`config.mk`:
```
export PLATFORM = sky130hd
export DESIGN_NAME = smc_div
export DESIGN_NICKNAME = d
export VERILOG_FILES = /design/src/design/smc_pkg.sv /design/src/design/smc_div.sv
export SDC_FILE = /design/constraint.sdc
export NUM_CORES = 2
export LEC_CHECK = 0
export BUFFER_PORTS_ARGS = -buffer_cell sky130_fd_sc_hd__buf_2
export CORE_ASPECT_RATIO = 1.1
export CORE_MARGIN = 2
export CORE_UTILIZATION = 50
export CTS_CLUSTER_DIAMETER = 120
export DETAILED_ROUTE_END_ITERATION = 8
export PLACE_DENSITY = 0.68
export SLEW_MARGIN = 10
export SYNTH_ARGS = -nofsm -noshare
export SYNTH_HDL_FRONTEND = slang
export SYNTH_SLANG_ARGS = --single-unit
export TNS_END_PERCENT = 1
```
`constraint.sdc`:
```
create_clock -name clk -period 6.8 [get_ports clk]
set_input_delay 0.34 -clock clk [delete_from_list [all_inputs] [get_ports clk]]
set_output_delay 0.34 -clock clk [all_outputs]
set_load 0.005 [all_outputs]
```
`src/design/smc_pkg.sv`:
```
// ============================================================================
// smc_pkg
// Shared widths, codes and word types for the sphere containment and merge
// pipeline.
// ============================================================================
`default_nettype none

package smc_pkg;

	// Coordinate width and the widths derived from it.
	localparam int W    = 24;        // centre component width
	localparam int RW   = W - 1;     // radius width
	localparam int DW   = W + 1;     // centre difference width
	localparam int SQW  = 2 * DW;    // sum of squared differences
	localparam int LW   = DW;        // length (square root) width
	localparam int TW   = DW + 3;    // signed working width for t1, t2, s
	localparam int SMW  = DW + 1;    // magnitude of s
	localparam int NW   = DW + SMW;  // dividend width
	localparam int QW   = DW + 1;    // quotient bits kept
	localparam int VW   = QW + 2;    // signed width of a shifted centre
	localparam int DIV_LAT = QW + 1; // divider latency in cycles

	// Operation selector codes.
	localparam logic [1:0] FN_SPHERE = 2'd0;
	localparam logic [1:0] FN_POINT  = 2'd1;
	localparam logic [1:0] FN_MERGE  = 2'd2;
	// The spare selector gives an all-zero result.
	localparam logic [1:0] FN_NONE   = 2'd3;

	// Containment codes.
	localparam logic [1:0] CT_DISJOINT  = 2'd0;
	localparam logic [1:0] CT_INTERSECT = 2'd1;
	localparam logic [1:0] CT_CONTAIN   = 2'd2;

	// How the merge result is formed.
	typedef enum logic [1:0] {
		MG_ZERO,
		MG_A,
		MG_B,
		MG_FIT
	} mg_mode_t;

	// Input word.
	typedef struct packed {
		logic [1:0]          func;
		logic signed [W-1:0] a_center_x;
		logic signed [W-1:0] a_center_y;
		logic signed [W-1:0] a_center_z;
		logic [RW-1:0]       a_radius;
		logic signed [W-1:0] b_center_x;
		logic signed [W-1:0] b_center_y;
		logic signed [W-1:0] b_center_z;
		logic [RW-1:0]       b_radius;
	} in_t;

	// Output word.
	typedef struct packed {
		logic [1:0]          containment;
		logic signed [W-1:0] merged_x;
		logic signed [W-1:0] merged_y;
		logic signed [W-1:0] merged_z;
		logic [RW-1:0]       merged_radius;
		logic                saturated;
	} out_t;

	// Geometry carried alongside the square root.
	typedef struct packed {
		logic [1:0]           func;
		logic [2:0][W-1:0]    ca;
		logic [2:0][W-1:0]    cb;
		logic [2:0][DW-1:0]   dif;
		logic [RW-1:0]        ra;
		logic [RW-1:0]        rb;
	} geo_t;

	// Merge context carried alongside the dividers.
	typedef struct packed {
		logic [1:0]           cont;
		mg_mode_t             mode;
		logic [2:0][W-1:0]    ca;
		logic [2:0][W-1:0]    cb;
		logic [2:0]           neg;
		logic [RW-1:0]        ra;
		logic [RW-1:0]        rb;
		logic [RW-1:0]        rad;
		logic                 rsat;
	} mrg_t;

endpackage

`default_nettype wire

```
`src/design/smc_div.sv`:
```
// ============================================================================
// smc_div
// Pipelined restoring divider, one quotient bit per stage, with the
// quotient saturated when it would not fit.
// ============================================================================
`default_nettype none

module smc_div (
	input  wire                      clk,
	input  wire                      en,
	input  wire [smc_pkg::NW-1:0]    num,
	input  wire [smc_pkg::LW-1:0]    den,
	output logic [smc_pkg::QW-1:0]   quo
);

	localparam int LW = smc_pkg::LW;
	localparam int QW = smc_pkg::QW;
	localparam int NW = smc_pkg::NW;

	logic [LW-1:0]   rem0_q;
	logic [QW-1:0]   low0_q;
	logic [LW-1:0]   den0_q;
	logic            ovf0_q;

	logic [LW-1:0]   rem_q [QW];
	logic [QW-1:0]   low_q [QW];
	logic [QW-1:0]   quo_q [QW];
	logic [LW-1:0]   den_q [QW];
	logic            ovf_q [QW];

	logic [LW-1:0]   rem_in [QW];
	logic [QW-1:0]   low_in [QW];
	logic [QW-1:0]   quo_in [QW];
	logic [LW-1:0]   den_in [QW];
	logic            ovf_in [QW];
	logic [LW:0]     part   [QW];
	logic [LW-1:0]   rem_nx [QW];
	logic [QW-1:0]   quo_nx [QW];

	// Stage inputs and one restoring step per stage.
	always_comb begin
		rem_in[0] = rem0_q;
		low_in[0] = low0_q;
		quo_in[0] = '0;
		den_in[0] = den0_q;
		ovf_in[0] = ovf0_q;
		for (int k = 1; k < QW; k++) begin
			rem_in[k] = rem_q[k-1];
			low_in[k] = low_q[k-1];
			quo_in[k] = quo_q[k-1];
			den_in[k] = den_q[k-1];
			ovf_in[k] = ovf_q[k-1];
		end
		for (int k = 0; k < QW; k++) begin
			part[k] = {rem_in[k], low_in[k][QW-1]};
			if (part[k] >= {1'b0, den_in[k]}) begin
				rem_nx[k] = LW'(part[k] - {1'b0, den_in[k]});
				quo_nx[k] = {quo_in[k][QW-2:0], 1'b1};
			end else begin
				rem_nx[k] = part[k][LW-1:0];
				quo_nx[k] = {quo_in[k][QW-2:0], 1'b0};
			end
		end
	end

	// Front stage checks whether the quotient fits, then the bit stages.
	always_ff @(posedge clk) begin
		if (en) begin
			rem0_q <= num[NW-1:QW];
			low0_q <= num[QW-1:0];
			den0_q <= den;
			ovf0_q <= (num[NW-1:QW] >= den);
			for (int k = 0; k < QW; k++) begin
				rem_q[k] <= rem_nx[k];
				low_q[k] <= {low_in[k][QW-2:0], 1'b0};
				quo_q[k] <= quo_nx[k];
				den_q[k] <= den_in[k];
				ovf_q[k] <= ovf_in[k];
			end
		end
	end

	assign quo = ovf_q[QW-1] ? {QW{1'b1}} : quo_q[QW-1];

endmodule

`default_nettype wire

```
==> results.cfg <==
[route]
drtIter0Drc = 5068
ant_nets = 0
vias_per_cell = 5.57
wl_um = 219000
vias = 63500
drtPass1Iterations = 6
drc = 0
drt-wirelength-per-cell_um = 19.2

[cts]
clock_sinks = 2029
cts_root_buffer = clkbuf_16
post_cts_resized = 0
cts_tree = built
path_clk_slew_ns = 0.06
htreeDepth = 4
cts_buffers = 210
clkLatencyLatePin_ns = 0.86
ctsLongestPathBuffers = 3
postCtsSetupRepairBufs = 0

[die]
io_pins = 104
design.core.area_um2 = 204000
fp.dieArea_um2 = 208000
die_w_um = 435
num_rows = 174
initial_utilization = 0.502
fp.dieH_um = 479

[timing]
fin_tns_setup_ns = 0
max_freq_mhz = 234
rsz0062_at_grt = no
slew_viol_final = 0
hold_slack_ns = 0.0172
fin_crit_ns = 4.27
fin_skew_ns = 0.0362
finalCritPeriodShare = 0.627
report.final.setup_viol = 0
slew_headroom = 0.239
finalHoldViolCount = 0
tightest_slew_ns = 1.13

[layout]
syn_to_final_growth_pct = 11.5
postLayoutCellArea_um2 = 114000
drive_above_1_share = 0.0998
final_nets = 9265
fill_cells = 16600
stdcell_count = 11400

[yosys]
synth-edff-count = 2029
ys.warnings.count = 0
ys_types = 105
yosys.area.top_type = edfxtp_1
synth_top_area_share = 0.595
synth_area_leaders = edfxtp_1 (60%), ha_1 (8.2%), a21oi_1 (3.2%)
syn_nets = 8987
syn_avg_cell_area_um2 = 12.5
syn-instance-count = 8209
synthArstFlopShare = 0
seq_area_frac_synth = 0.595
synth_ff_type = edfxtp_1
ys_ff_latch = 2029
syn_area_um2 = 102000

[setup_path]
critical_path_class = reg -> reg
rr_worst_depth = 13
arrival_ns = 4.85
rr_startpoint = low_q[0][49]
endpoint_kind = register
start_kind = register
r2r_setup_slack_ns = 2.53
cp_data_required_time_ns = 7.39
r2r_end = rem_q[0][64]
cp_max_fo = 26

[status]
status = finished clean

[global_routing]
grt_pass1_wl_um = 342000
grt_use_total = 0.206
grt_max_degree = 172
grt_overflow = 0
grt_pass1_vias = 61900
antenna_found_initial = 6

[min_path]
whs_path_depth = 1
hold_class = in -> reg
hp-start = en
min_to = den0_q[4]

[power_and_ir_drop]
irDropWorstVdd_mv = 0.256
leakagePower_nw = 45.3
powerDensity_nw_per_um2 = 469
p_total_mw = 53.6

[place]
dp.cells = 10900
postPlaceCellArea_um2 = 106000
port_buffers = 103
gp_congestion = 0.899
hpwl_um = 158000

[run]
max_cap_violations = 0
-- routing by layer --
metal / vias up / wire (um) / track usage
met5: - / 13 / 0
met4: 2 / 6310 / 0.0658
met3: 364 / 9640 / 0.0294
met2: 1504 / 107000 / 0.348
met1: 30700 / 96000 / 0.275
li1: 30900 / - / -
-- worst max-delay path, cell delays in order, from the launching register on --
cell and delay, ns:
edfxtp_1 0.39, inv_1 0.07, ha_1 0.16, inv_1 0.06, fa_1 0.41, a21o_1 0.20, a21oi_1 0.23, o21bai_1 0.18
a2111oi_4 0.57, o32ai_1 0.20, o31ai_2 0.30, o31a_1 0.80, inv_2 0.12, mux2_2 0.31
-- kinds of logic after synthesis --
group	synth area share
DFF	0.595
AOI/OAI and AO/OA	0.126
and+or+nand+nor	0.0771
buffers and inverters	0.0391
adders and majority gates	0.0874
xor gates and xnor gates	0.0433
muxes	0.0320
-- synthesized netlist by cell type (14+ instances only) --
master / instances
a211o_1: 20
a211oi_1: 63
a21boi_0: 19
a21o_1: 273
a21oi_1: 659
a31o_2: 18
a31oi_1: 66
and2_1: 27
and3_1: 69
and4_1: 15
buf_2: 45
clkbuf_1: 93
edfxtp_1: 2029
fa_1: 25
ha_1: 675
inv_1: 852
mux2_2: 199
mux2_4: 54
mux2i_1: 16
nand2_1: 454
nand2b_1: 66
nand3_1: 112
nand4_1: 97
nor2_1: 486
nor2b_1: 75
nor3_1: 108
nor4_1: 25
o2111ai_1: 15
o211ai_1: 34
o21a_1: 82
o21ai_0: 419
o21ai_1: 22
o21bai_1: 78
o311ai_0: 14
o31ai_1: 51
or2_2: 47
or3_1: 33
xnor2_1: 301
xor2_1: 205
-- registers in the layout, indices dropped and copies added (netlist names) --
name and count:
den0_q 25, rem_q 625, ovf_q 26, low0_q 26, ovf0_q 1, low_q 325, den_q 625, rem0_q 25
quo_q 351
-- final cells by class --
type                       instances  area [um2]  area share
tap                             2728        3410      0.0299
clock inverter                   170        1860      0.0163
inverter                         858        3220      0.0282
timing repair buffer             228        1800      0.0157
sequential                      2029       60900       0.534
antenna                            2        5.00   0.0000439
clock buffer                     229        5370      0.0471
multi-input combinational       5160       37500       0.329
-- worst max-delay path by stage --
stage | slack [ns] | startpoint | end
after floorplan | 3.49 | low_q[0][149] | rem_q[0][156]
after global placement | 2.67 | low_q[0][49] | rem_q[0][51]
after detailed placement | 2.57 | low_q[0][49] | rem_q[0][64]
after CTS | 2.52 | low_q[0][49] | rem_q[0][64]
after global routing | 2.26 | low_q[0][49] | rem_q[0][71]
final | 2.53 | low_q[0][49] | rem_q[0][64]
-- stage by stage --
step,worst slack (ns),utilization
floorplan,3.49,-
global placement,2.67,0.520
detailed placement,2.57,0.520
CTS,2.52,0.559
global route,2.26,0.559
finish,2.53,0.559
-- where the power goes --
group          switching (mW)  internal (mW)
Sequential               1.69           17.8
Clock                    4.95           7.02
Combinational            12.3           9.73
-- timing repair --
action	CTS	global route
setup endpoints to repair	0	0
hold endpoints to repair	76	0
hold buffers	76	0
-- layout by cell type (no fill, tap or decap), types with 33 or more instances in the layout --
cell type      synthesis  layout
o211ai_1              34      34
nand3_1              112     112
buf_2                 45     102
a31oi_1               66      66
or2_2                 47      47
edfxtp_1            2029    2029
and3_1                69      69
o21ai_0              419     419
a211oi_1              63      63
o31ai_1               51      51
nand2b_1              66      66
clkbuf_16              0     212
nor2b_1               75      75
or3_1                 33      33
o21bai_1              78      78
clkinv_1               0      47
a21o_1               273     273
a21oi_1              659     655
inv_1                852     852
dlygate4sd3_1          0      76
mux2_2               199     199
nor2_1               486     486
mux2_4                54      54
bufinv_16              0      34
ha_1                 675     675
xnor2_1              301     301
nand2_1              454     454
clkinv_2               0      36
nand4_1               97      97
buf_4                  6      38
xor2_1               205     205
o21a_1                82      82
nor3_1               108     107
(Power assumes the default switching activity.)
